==> src/hdl/shfd_pkg.sv <==
`default_nettype none
package shfd_pkg;

  localparam int FRAME_BYTES   = 43;
  localparam int PAYLOAD_BYTES = 40;
  localparam int WORD_COUNT    = 10;
  localparam int BYTE_W        = 8;
  localparam int WORD_W        = 32;
  localparam int LANES         = WORD_W / BYTE_W;
  localparam int HEAD_BYTES    = 2;

  localparam int IDX_W      = $clog2(FRAME_BYTES);
  localparam int WORD_IDX_W = $clog2(WORD_COUNT);
  localparam int LANE_W     = $clog2(LANES);
  localparam int POS_W      = WORD_IDX_W + LANE_W;

  localparam int QUEUE_DEPTH = 2;
  localparam int QPTR_W      = $clog2(QUEUE_DEPTH);
  localparam int QCNT_W      = $clog2(QUEUE_DEPTH + 1);

  localparam int CFG_IDX_W  = 1;
  localparam int CFG_DATA_W = 8;

  localparam logic [CFG_IDX_W-1:0] REG_SYNC_FIRST  = CFG_IDX_W'(0);
  localparam logic [CFG_IDX_W-1:0] REG_SYNC_SECOND = CFG_IDX_W'(1);

  localparam logic [BYTE_W-1:0] SYNC_FIRST_RST  = 8'hAA;
  localparam logic [BYTE_W-1:0] SYNC_SECOND_RST = 8'h55;

  typedef enum logic [1:0] {
    PH_HUNT,
    PH_SYNC1,
    PH_COLLECT
  } phase_t;

  typedef enum logic {
    CMD_STORE,
    CMD_EMIT
  } cmd_op_t;

  typedef struct packed {
    cmd_op_t             op;
    logic [POS_W-1:0]    pos;
    logic [BYTE_W-1:0]   data;
  } cmd_t;

  typedef struct packed {
    logic push;
    cmd_t cmd;
  } push_t;

endpackage
`default_nettype wire

==> src/hdl/shfd_in_if.sv <==
`default_nettype none
interface shfd_in_if;
  logic       valid;
  logic       ready;
  logic [7:0] rx_byte;

  modport source (output valid, output rx_byte, input ready);
  modport sink (input valid, input rx_byte, output ready);
endinterface
`default_nettype wire

==> src/hdl/shfd_out_if.sv <==
`default_nettype none
interface shfd_out_if;
  logic        valid;
  logic        ready;
  logic [31:0] quat_w;
  logic [31:0] quat_x;
  logic [31:0] quat_y;
  logic [31:0] quat_z;
  logic [31:0] gyro_x;
  logic [31:0] gyro_y;
  logic [31:0] gyro_z;
  logic [31:0] accel_x;
  logic [31:0] accel_y;
  logic [31:0] accel_z;

  modport source (
    output valid, input ready,
    output quat_w, output quat_x, output quat_y, output quat_z,
    output gyro_x, output gyro_y, output gyro_z,
    output accel_x, output accel_y, output accel_z
  );
  modport sink (
    input valid, output ready,
    input quat_w, input quat_x, input quat_y, input quat_z,
    input gyro_x, input gyro_y, input gyro_z,
    input accel_x, input accel_y, input accel_z
  );
endinterface
`default_nettype wire

==> src/hdl/shfd_front.sv <==
`default_nettype none
module shfd_front (
  input  wire logic                             clk,
  input  wire logic                             rst_n,
  input  wire logic                             cfg_we,
  input  wire logic [shfd_pkg::CFG_IDX_W-1:0]   cfg_index,
  input  wire logic [shfd_pkg::CFG_DATA_W-1:0]  cfg_wdata,
  shfd_in_if.sink                               in_if,
  input  wire logic                             q_full,
  output shfd_pkg::push_t                       q_push
);

  logic [shfd_pkg::BYTE_W-1:0] sync_first_r;
  logic [shfd_pkg::BYTE_W-1:0] sync_second_r;
  shfd_pkg::phase_t            phase_r, phase_nxt;
  logic [shfd_pkg::IDX_W-1:0]  idx_r, idx_nxt;
  logic [shfd_pkg::BYTE_W-1:0] xor_r, xor_nxt;
  logic                        take;
  logic [shfd_pkg::BYTE_W-1:0] b;
  logic                        mid_frame;
  logic [shfd_pkg::IDX_W-1:0]  rel_idx;

  assign in_if.ready = !q_full;
  assign take        = in_if.valid && !q_full;
  assign b           = in_if.rx_byte;
  assign mid_frame   = idx_r < shfd_pkg::IDX_W'(shfd_pkg::FRAME_BYTES - 1);
  assign rel_idx     = idx_r - shfd_pkg::IDX_W'(shfd_pkg::HEAD_BYTES);

  always_ff @(posedge clk) begin
    if (!rst_n) begin
      sync_first_r  <= shfd_pkg::SYNC_FIRST_RST;
      sync_second_r <= shfd_pkg::SYNC_SECOND_RST;
    end else if (cfg_we) begin
      unique case (cfg_index)
        shfd_pkg::REG_SYNC_FIRST:  sync_first_r  <= cfg_wdata;
        shfd_pkg::REG_SYNC_SECOND: sync_second_r <= cfg_wdata;
        default: ;
      endcase
    end
  end

  always_ff @(posedge clk) begin
    if (!rst_n) begin
      phase_r <= shfd_pkg::PH_HUNT;
      idx_r   <= '0;
      xor_r   <= '0;
    end else if (take) begin
      phase_r <= phase_nxt;
      idx_r   <= idx_nxt;
      xor_r   <= xor_nxt;
    end
  end

  // next state
  always_comb begin
    phase_nxt = shfd_pkg::PH_HUNT;
    idx_nxt   = '0;
    xor_nxt   = '0;
    unique case (phase_r)
      shfd_pkg::PH_SYNC1: begin
        if (b == sync_second_r) begin
          phase_nxt = shfd_pkg::PH_COLLECT;
          idx_nxt   = shfd_pkg::IDX_W'(shfd_pkg::HEAD_BYTES);
          xor_nxt   = xor_r ^ b;
        end else if (b == sync_first_r) begin
          phase_nxt = shfd_pkg::PH_SYNC1;
          idx_nxt   = shfd_pkg::IDX_W'(1);
          xor_nxt   = b;
        end
      end
      shfd_pkg::PH_COLLECT: begin
        if (mid_frame) begin
          phase_nxt = shfd_pkg::PH_COLLECT;
          idx_nxt   = idx_r + shfd_pkg::IDX_W'(1);
          xor_nxt   = xor_r ^ b;
        end
      end
      default: begin
        if (b == sync_first_r) begin
          phase_nxt = shfd_pkg::PH_SYNC1;
          idx_nxt   = shfd_pkg::IDX_W'(1);
          xor_nxt   = b;
        end
      end
    endcase
  end

  // commands to the back end
  always_comb begin
    q_push.push     = 1'b0;
    q_push.cmd.op   = shfd_pkg::CMD_STORE;
    q_push.cmd.pos  = shfd_pkg::POS_W'(rel_idx);
    q_push.cmd.data = b;
    unique case (phase_r)
      shfd_pkg::PH_COLLECT: begin
        if (mid_frame) begin
          q_push.push = take && (rel_idx < shfd_pkg::IDX_W'(shfd_pkg::PAYLOAD_BYTES));
        end else begin
          q_push.push   = take && (xor_r == b);
          q_push.cmd.op = shfd_pkg::CMD_EMIT;
        end
      end
      default: ;
    endcase
  end

endmodule
`default_nettype wire

==> src/hdl/shfd_queue.sv <==
`default_nettype none
module shfd_queue (
  input  wire logic             clk,
  input  wire logic             rst_n,
  input  wire shfd_pkg::push_t  q_push,
  output logic                  q_full,
  output logic                  head_valid,
  output shfd_pkg::cmd_t        head_cmd,
  input  wire logic             pop
);

  shfd_pkg::cmd_t                q_r [shfd_pkg::QUEUE_DEPTH];
  logic [shfd_pkg::QPTR_W-1:0]   wr_ptr_r;
  logic [shfd_pkg::QPTR_W-1:0]   rd_ptr_r;
  logic [shfd_pkg::QCNT_W-1:0]   cnt_r;
  logic                          do_push;
  logic                          do_pop;

  assign q_full     = cnt_r == shfd_pkg::QCNT_W'(shfd_pkg::QUEUE_DEPTH);
  assign head_valid = cnt_r != '0;
  assign head_cmd   = q_r[rd_ptr_r];
  assign do_push    = q_push.push && !q_full;
  assign do_pop     = pop && head_valid;

  always_ff @(posedge clk) begin
    if (do_push) begin
      q_r[wr_ptr_r] <= q_push.cmd;
    end
  end

  always_ff @(posedge clk) begin
    if (!rst_n) begin
      wr_ptr_r <= '0;
      rd_ptr_r <= '0;
      cnt_r    <= '0;
    end else begin
      if (do_push) begin
        wr_ptr_r <= wr_ptr_r + shfd_pkg::QPTR_W'(1);
      end
      if (do_pop) begin
        rd_ptr_r <= rd_ptr_r + shfd_pkg::QPTR_W'(1);
      end
      if (do_push && !do_pop) begin
        cnt_r <= cnt_r + shfd_pkg::QCNT_W'(1);
      end else if (do_pop && !do_push) begin
        cnt_r <= cnt_r - shfd_pkg::QCNT_W'(1);
      end
    end
  end

endmodule
`default_nettype wire

==> src/hdl/shfd_back.sv <==
`default_nettype none
module shfd_back (
  input  wire logic            clk,
  input  wire logic            rst_n,
  input  wire logic            head_valid,
  input  wire shfd_pkg::cmd_t  head_cmd,
  output logic                 pop,
  shfd_out_if.source           out_if
);

  logic [shfd_pkg::WORD_W-1:0] words_r [shfd_pkg::WORD_COUNT];
  logic [shfd_pkg::WORD_W-1:0] res_r   [shfd_pkg::WORD_COUNT];
  logic                        out_valid_r;
  logic                        slot_free;
  logic                        do_emit;
  logic                        do_store;

  assign slot_free = !out_valid_r || out_if.ready;
  assign do_store  = head_valid && (head_cmd.op == shfd_pkg::CMD_STORE);
  assign do_emit   = head_valid && (head_cmd.op == shfd_pkg::CMD_EMIT) && slot_free;
  assign pop       = do_store || do_emit;

  // payload bytes land in their word lane
  always_ff @(posedge clk) begin
    if (do_store) begin
      words_r[head_cmd.pos[shfd_pkg::POS_W-1:shfd_pkg::LANE_W]]
        [head_cmd.pos[shfd_pkg::LANE_W-1:0]*shfd_pkg::BYTE_W +: shfd_pkg::BYTE_W]
        <= head_cmd.data;
    end
  end

  always_ff @(posedge clk) begin
    if (do_emit) begin
      res_r <= words_r;
    end
  end

  always_ff @(posedge clk) begin
    if (!rst_n) begin
      out_valid_r <= 1'b0;
    end else if (do_emit) begin
      out_valid_r <= 1'b1;
    end else if (out_if.ready) begin
      out_valid_r <= 1'b0;
    end
  end

  assign out_if.valid   = out_valid_r;
  assign out_if.quat_w  = res_r[0];
  assign out_if.quat_x  = res_r[1];
  assign out_if.quat_y  = res_r[2];
  assign out_if.quat_z  = res_r[3];
  assign out_if.gyro_x  = res_r[4];
  assign out_if.gyro_y  = res_r[5];
  assign out_if.gyro_z  = res_r[6];
  assign out_if.accel_x = res_r[7];
  assign out_if.accel_y = res_r[8];
  assign out_if.accel_z = res_r[9];

endmodule
`default_nettype wire

==> src/hdl/sync_header_frame_deframer.sv <==
// channel  | dir | handshake    | payload
// in_if    | in  | valid/ready  | rx_byte (8)
// out_if   | out | valid/ready  | quat_w..z, gyro_x..z, accel_x..z (32 each)
// cfg      | in  | cfg_we       | cfg_index (1), cfg_wdata (8)
//
// one byte per cycle while in_if.ready is high; results go via queue and output reg
// sync hunt and checksum run in the front end, payload assembly in the back end
// a two-entry command queue lets the front keep taking bytes while a result waits
// in_if.ready drops only once the queue is full behind a stalled result
// synchronous active-low reset; no clearing pass
`default_nettype none
module sync_header_frame_deframer (
  input  wire logic                             clk,
  input  wire logic                             rst_n,
  input  wire logic                             cfg_we,
  input  wire logic [shfd_pkg::CFG_IDX_W-1:0]   cfg_index,
  input  wire logic [shfd_pkg::CFG_DATA_W-1:0]  cfg_wdata,
  shfd_in_if.sink                               in_if,
  shfd_out_if.source                            out_if
);

  shfd_pkg::push_t q_push;
  logic            q_full;
  logic            head_valid;
  shfd_pkg::cmd_t  head_cmd;
  logic            pop;

  shfd_front u_front (
    .clk       (clk),
    .rst_n     (rst_n),
    .cfg_we    (cfg_we),
    .cfg_index (cfg_index),
    .cfg_wdata (cfg_wdata),
    .in_if     (in_if),
    .q_full    (q_full),
    .q_push    (q_push)
  );

  shfd_queue u_queue (
    .clk        (clk),
    .rst_n      (rst_n),
    .q_push     (q_push),
    .q_full     (q_full),
    .head_valid (head_valid),
    .head_cmd   (head_cmd),
    .pop        (pop)
  );

  shfd_back u_back (
    .clk        (clk),
    .rst_n      (rst_n),
    .head_valid (head_valid),
    .head_cmd   (head_cmd),
    .pop        (pop),
    .out_if     (out_if)
  );

endmodule
`default_nettype wire

==> src/flat_wrapper.sv <==
// flat-port wrapper written by rule: the top's interface ports become plain ports
module sync_header_frame_deframer_flat 
  (clk, rst_n, cfg_we, cfg_index, cfg_wdata, in_if_valid, in_if_rx_byte, in_if_ready, out_if_valid, out_if_ready, out_if_quat_w, out_if_quat_x, out_if_quat_y, out_if_quat_z, out_if_gyro_x, out_if_gyro_y, out_if_gyro_z, out_if_accel_x, out_if_accel_y, out_if_accel_z);
  shfd_in_if in_if_i ();
  shfd_out_if out_if_i ();
  input  wire logic clk;
  input  wire logic rst_n;
  input  wire logic cfg_we;
  input  wire logic [shfd_pkg::CFG_IDX_W-1:0] cfg_index;
  input  wire logic [shfd_pkg::CFG_DATA_W-1:0] cfg_wdata;
  input wire logic [$bits(in_if_i.valid)-1:0] in_if_valid;
  input wire logic [$bits(in_if_i.rx_byte)-1:0] in_if_rx_byte;
  output wire logic [$bits(in_if_i.ready)-1:0] in_if_ready;
  output wire logic [$bits(out_if_i.valid)-1:0] out_if_valid;
  input wire logic [$bits(out_if_i.ready)-1:0] out_if_ready;
  output wire logic [$bits(out_if_i.quat_w)-1:0] out_if_quat_w;
  output wire logic [$bits(out_if_i.quat_x)-1:0] out_if_quat_x;
  output wire logic [$bits(out_if_i.quat_y)-1:0] out_if_quat_y;
  output wire logic [$bits(out_if_i.quat_z)-1:0] out_if_quat_z;
  output wire logic [$bits(out_if_i.gyro_x)-1:0] out_if_gyro_x;
  output wire logic [$bits(out_if_i.gyro_y)-1:0] out_if_gyro_y;
  output wire logic [$bits(out_if_i.gyro_z)-1:0] out_if_gyro_z;
  output wire logic [$bits(out_if_i.accel_x)-1:0] out_if_accel_x;
  output wire logic [$bits(out_if_i.accel_y)-1:0] out_if_accel_y;
  output wire logic [$bits(out_if_i.accel_z)-1:0] out_if_accel_z;
  assign in_if_i.valid = in_if_valid;
  assign in_if_i.rx_byte = in_if_rx_byte;
  assign in_if_ready = in_if_i.ready;
  assign out_if_valid = out_if_i.valid;
  assign out_if_i.ready = out_if_ready;
  assign out_if_quat_w = out_if_i.quat_w;
  assign out_if_quat_x = out_if_i.quat_x;
  assign out_if_quat_y = out_if_i.quat_y;
  assign out_if_quat_z = out_if_i.quat_z;
  assign out_if_gyro_x = out_if_i.gyro_x;
  assign out_if_gyro_y = out_if_i.gyro_y;
  assign out_if_gyro_z = out_if_i.gyro_z;
  assign out_if_accel_x = out_if_i.accel_x;
  assign out_if_accel_y = out_if_i.accel_y;
  assign out_if_accel_z = out_if_i.accel_z;
  sync_header_frame_deframer u_core (.clk(clk), .rst_n(rst_n), .cfg_we(cfg_we), .cfg_index(cfg_index), .cfg_wdata(cfg_wdata), .in_if(in_if_i), .out_if(out_if_i));
endmodule
==> config.mk <==
export PLATFORM = sky130hd
export DESIGN_NAME = sync_header_frame_deframer_flat
export DESIGN_NICKNAME = d
export VERILOG_FILES = /design/src/hdl/shfd_pkg.sv /design/src/hdl/shfd_in_if.sv /design/src/hdl/shfd_out_if.sv /design/src/hdl/shfd_front.sv /design/src/hdl/shfd_queue.sv /design/src/hdl/shfd_back.sv /design/src/hdl/sync_header_frame_deframer.sv /design/src/flat_wrapper.sv
export SDC_FILE = /design/constraint.sdc
export NUM_CORES = 1
export LEC_CHECK = 0
export CORE_ASPECT_RATIO = 0.7
export CORE_MARGIN = 4
export CORE_UTILIZATION = 55
export CTS_CLUSTER_DIAMETER = 120
export DETAILED_ROUTE_END_ITERATION = 10
export DONT_BUFFER_PORTS = 1
export PLACE_DENSITY_LB_ADDON = 0.05
export SLEW_MARGIN = 40
export SYNTH_ARGS = -nofsm -noshare
export SYNTH_HDL_FRONTEND = slang
export SYNTH_SLANG_ARGS = --single-unit
export TNS_END_PERCENT = 30
==> constraint.sdc <==
create_clock -name clk -period 38.1 [get_ports clk]
set_clock_uncertainty 0.1 [all_clocks]
set_input_delay 7.62 -clock clk [delete_from_list [all_inputs] [get_ports clk]]
set_output_delay 7.62 -clock clk [all_outputs]
set_load 0.02 [all_outputs]
==> summary.md <==
| Metric | Value |
|---|---|
| Starting density of the core | 55.7% |
| Proportion of synthesized area in mux cells | 0.525% |
| Syn Nets | 1085 |
| Netlist Area Pre-Place | 0.0229 mm2 |
| Clock insertion delay at the later pin of the skew report | 0.59 ns |
| Drt total wl | 44.9 mm |
| Final number of hold-violating endpoints | 0 |
| Area Overhead vs Synth | 11.4% |
| Combinational family with the most area after synthesis | simple AND/OR/NAND/NOR gates |
| Detailed placement HPWL | 29.2 mm |
| Share of the yosys chip area belonging to registers | 91.3% |
| Critical Path Sink Type | flop |
| Total core area | 0.0410 mm2 |
| Layout net count | 1130 |
| Pin count of the biggest net entering global routing | 91 |
| Number of buffers inserted to repair setup after CTS | 0 |
| Post-layout worst setup margin | 28.82 ns |
| Outcome | finished, final reports clean |
| Clock-pin slew on the worst setup and hold paths | 0.06 ns |
| Startpoint Class | input port |
| Worst flop-to-flop path endpoint | u_core.u_back.words_r[189] |
| Async set or reset register ratio after synthesis | 0% |
| Path depth of the worst reg2reg path | 4 |
| Routed length per placed instance | 26.6 um |
| Met3 track utilization from global routing | 5.36% |
| I/O pin cnt | 344 |
| Post-synthesis share of cell area spent on full adders, half adders and majority gates | 0.602% |
| H-Tree Depth | 2 |
| Unrepaired setup endpoints after global routing | no |
| Share of the clock period used by the worst path after layout | 24.4% |
| Post-CTS sizing | 0 |
| Arrival time worst endpoint | 9.38 ns |
| Via density | 5.40 |
| Number of search-and-repair iterations in the first detailed-routing pass | 6 |
| Remaining global-route overflow | 0 |
| Number of vias in the routed layout | 9122 |
| Mean cell area of the mapped netlist | 21.7 um2 |
| Required @ worst endpoint | 38.20 ns |
| Number of antenna violations at the first check in global routing | 1 |
| Number of buffers inserted by port buffering | 0 |
| Number of buffers added to fix hold violations after cts | 0 |
| Number of maximum-capacitance constraint violations | 0 |
| Worst hold endpoint | u_core.u_back.out_if.quat_z[9] |
| Height of the die | 179 um |
| Period minus WS final | 9.28 ns |
| Synth Flop Type | edfxtp_1 |
| Remaining DRCs | 0 |
| Number of distinct library cell variants in the gate-level netlist after synthesis | 44 |
| Total Negative Setup Slacks | 0 ns |
| Layout cell share with drive strength beyond 1 | 11.4% |
| Largest fanout of any net on the critical path | 87 |
| Via count of the first global-routing pass | 8798 |
| Clock tree from TritonCTS | yes |
| Total CTS buffers | 60 |
| Worst hold slack after final layout | 0.311 ns |
| Total power per unit cell area | 72.3 mW/mm2 |
| Count of final max-slew check failures | 0 |
| Initial DRC count | 836 |
| Std cell rows | 62 |
| Worst slew pin tran | 0.863 ns |
| Number of enable-type register cells in the synthesized netlist | 670 |
| Category of the most critical setup path | in -> reg |
| Relative slew margins | 40.8% |
| Aggregate global-route resource usage | 19.6% |
| Global-route layer with the greatest usage | met2 |
| Die area | 0.0450 mm2 |
| Wire length of the first global-routing pass | 63.9 mm |
| Maximum number of buffers from clock root to sink | 3 |
| Master cell of the clock root buffer | clkbuf_16 |
| Highest clock rate | 0.108 GHz |
| Static leakage | 8.06 nW |
| Clock tree sinks | 708 |
| Die X-Extent | 252 um |
| Setup Slack @ Placement | 28.12 ns |
| Hold Crit Class | reg -> reg |
| Synth Area in Compound Gates | 1.41% |
| Endpoints failing setup | 0 |
| Simple-gate share of the synthesized area | 3.96% |
| Register bit count reported by yosys | 708 |
| Count of mapped cells out of synthesis | 1052 |
| GR Layer Usage met2 | 30.9% |
| Number of routed nets with antenna violations | 0 |
| Hold path depth | 0 |
| Grt met1 use | 28.2% |
| Yosys warnings | 0 |
| Largest voltage drop on the vdd net | 0.0476 mV |
| Placer's final routability congestion estimate | 0.772 |
| Internal reg-to-reg setup slack | 34.77 ns |
| XOR/XNOR Fraction of Synth Area | 1.42% |
| Source of the worst hold timing path | u_core.u_back.words_r[201] |
-- stage by stage --
| stage | util, % | std cells | power, W | cell area (um2) |
|---|---|---|---|---|
| final | 62.1 | 1689 | 0.00184 | 25500 |
| after CTS | 62.0 | 1688 | 0.00186 | 25400 |
| after floorplan | - | 1052 | 0.00122 | 22900 |
| after global routing | 62.1 | 1688 | 0.00191 | 25500 |
| after global placement | 57.2 | 1579 | 0.00127 | 23500 |
| after detailed placement | 57.4 | 1579 | 0.00127 | 23500 |
-- worst max path at each step --
stage	from	endpoint	cells past startpoint
CTS	out_if_ready	u_core.u_back.out_if.accel_x[8]	4
detailed placement	out_if_ready	u_core.u_back.out_if.quat_w[10]	4
global placement	out_if_ready	u_core.u_back.out_if.accel_y[11]	4
global route	out_if_ready	u_core.u_back.out_if.gyro_z[10]	4
floorplan	out_if_ready	u_core.u_back.out_if.accel_x[0]	2
finish	out_if_ready	u_core.u_back.out_if.accel_y[14]	4
-- flip-flops by register name, indices dropped and copies added (netlist names), 2 cells and up, named ones only --
signal / cells
u_core.u_back.out_if.accel_z: 32
u_core.u_back.out_if.quat_x: 32
u_core.u_back.out_if.quat_z: 32
u_core.u_back.out_if.quat_w: 32
u_core.u_front.sync_second_r: 8
u_core.u_back.words_r: 320
u_core.u_front.idx_r: 6
u_core.u_back.out_if.gyro_z: 32
u_core.u_back.out_if.gyro_y: 32
u_core.u_back.out_if.accel_y: 32
u_core.u_back.out_if.quat_y: 32
u_core.u_front.xor_r: 8
u_core.u_queue.cnt_r: 2
u_core.u_back.out_if.accel_x: 32
u_core.u_queue.q_r: 30
u_core.u_front.phase_r: 2
u_core.u_back.out_if.gyro_x: 32
u_core.u_front.sync_first_r: 8
-- cell usage in the layout, fill, tap and decap left out, types with 12 or more instances in the layout --
cell       netlist  layout
edfxtp_1       670     670
nand2_1         65      65
clkbuf_16        0      61
nor2_1          85      52
dfxtp_1         38      37
nor2_2           0      33
xor2_1          28      28
clkbuf_1         8      18
a21oi_1         14      14
clkinv_1         1      12
-- report_power, final --
part	leakage [nW]	internal, W	switching (W)
sequential	6.43	0.000977	0.000182
clock	0.923	0.000335	0.000258
combinational	0.706	0.0000184	0.0000734
total	8.06	0.00133	0.000513
-- synthesized netlist by cell type (9+ instances only) --
cell type	number	area, um2
a21oi_1	14	70.1
dfxtp_1	38	761
edfxtp_1	670	20100
ha_1	11	138
inv_1	11	41.3
mux2i_1	12	120
nand2_1	65	244
nand3_1	11	55.1
nor2_1	85	319
xnor2_1	9	78.8
xor2_1	28	245
-- routing by layer --
layer | wire, um | part of all wire, %
met1 | 19200 | 43
met3 | 3310 | 7.4
met2 | 21800 | 49
met5 | 0 | 0
met4 | 641 | 1.4
-- logic make-up (layout without fill, tap and decap cells) --
logic type | count (synthesis) | count (layout)
flip-flops | 708 | 708
AND/OR/NAND/NOR | 203 | 203
AO/OA/AOI/OAI | 46 | 46
XOR/XNOR | 37 | 37
buffers and inverters | 35 | 127
multiplexers | 12 | 12
adder cells (fa/ha/maj) | 11 | 11
other | 0 | 1
-- area by class of cell --
type | instances | area (um2)
inverter | 13 | 48.8
sequential | 708 | 20900
fill | 2789 | 15600
timing repair buffer | 5 | 55.1
antenna | 1 | 2.50
clock inverter | 30 | 304
multi-input combinational | 309 | 1910
tap | 544 | 681
clock buffer | 79 | 1590
-- critical path: stages --
cell,delay (ns)
nor2b_1,0.05
nor3_2,0.32
buf_6,0.61
buf_6,0.67
(Power assumes the default switching activity.)
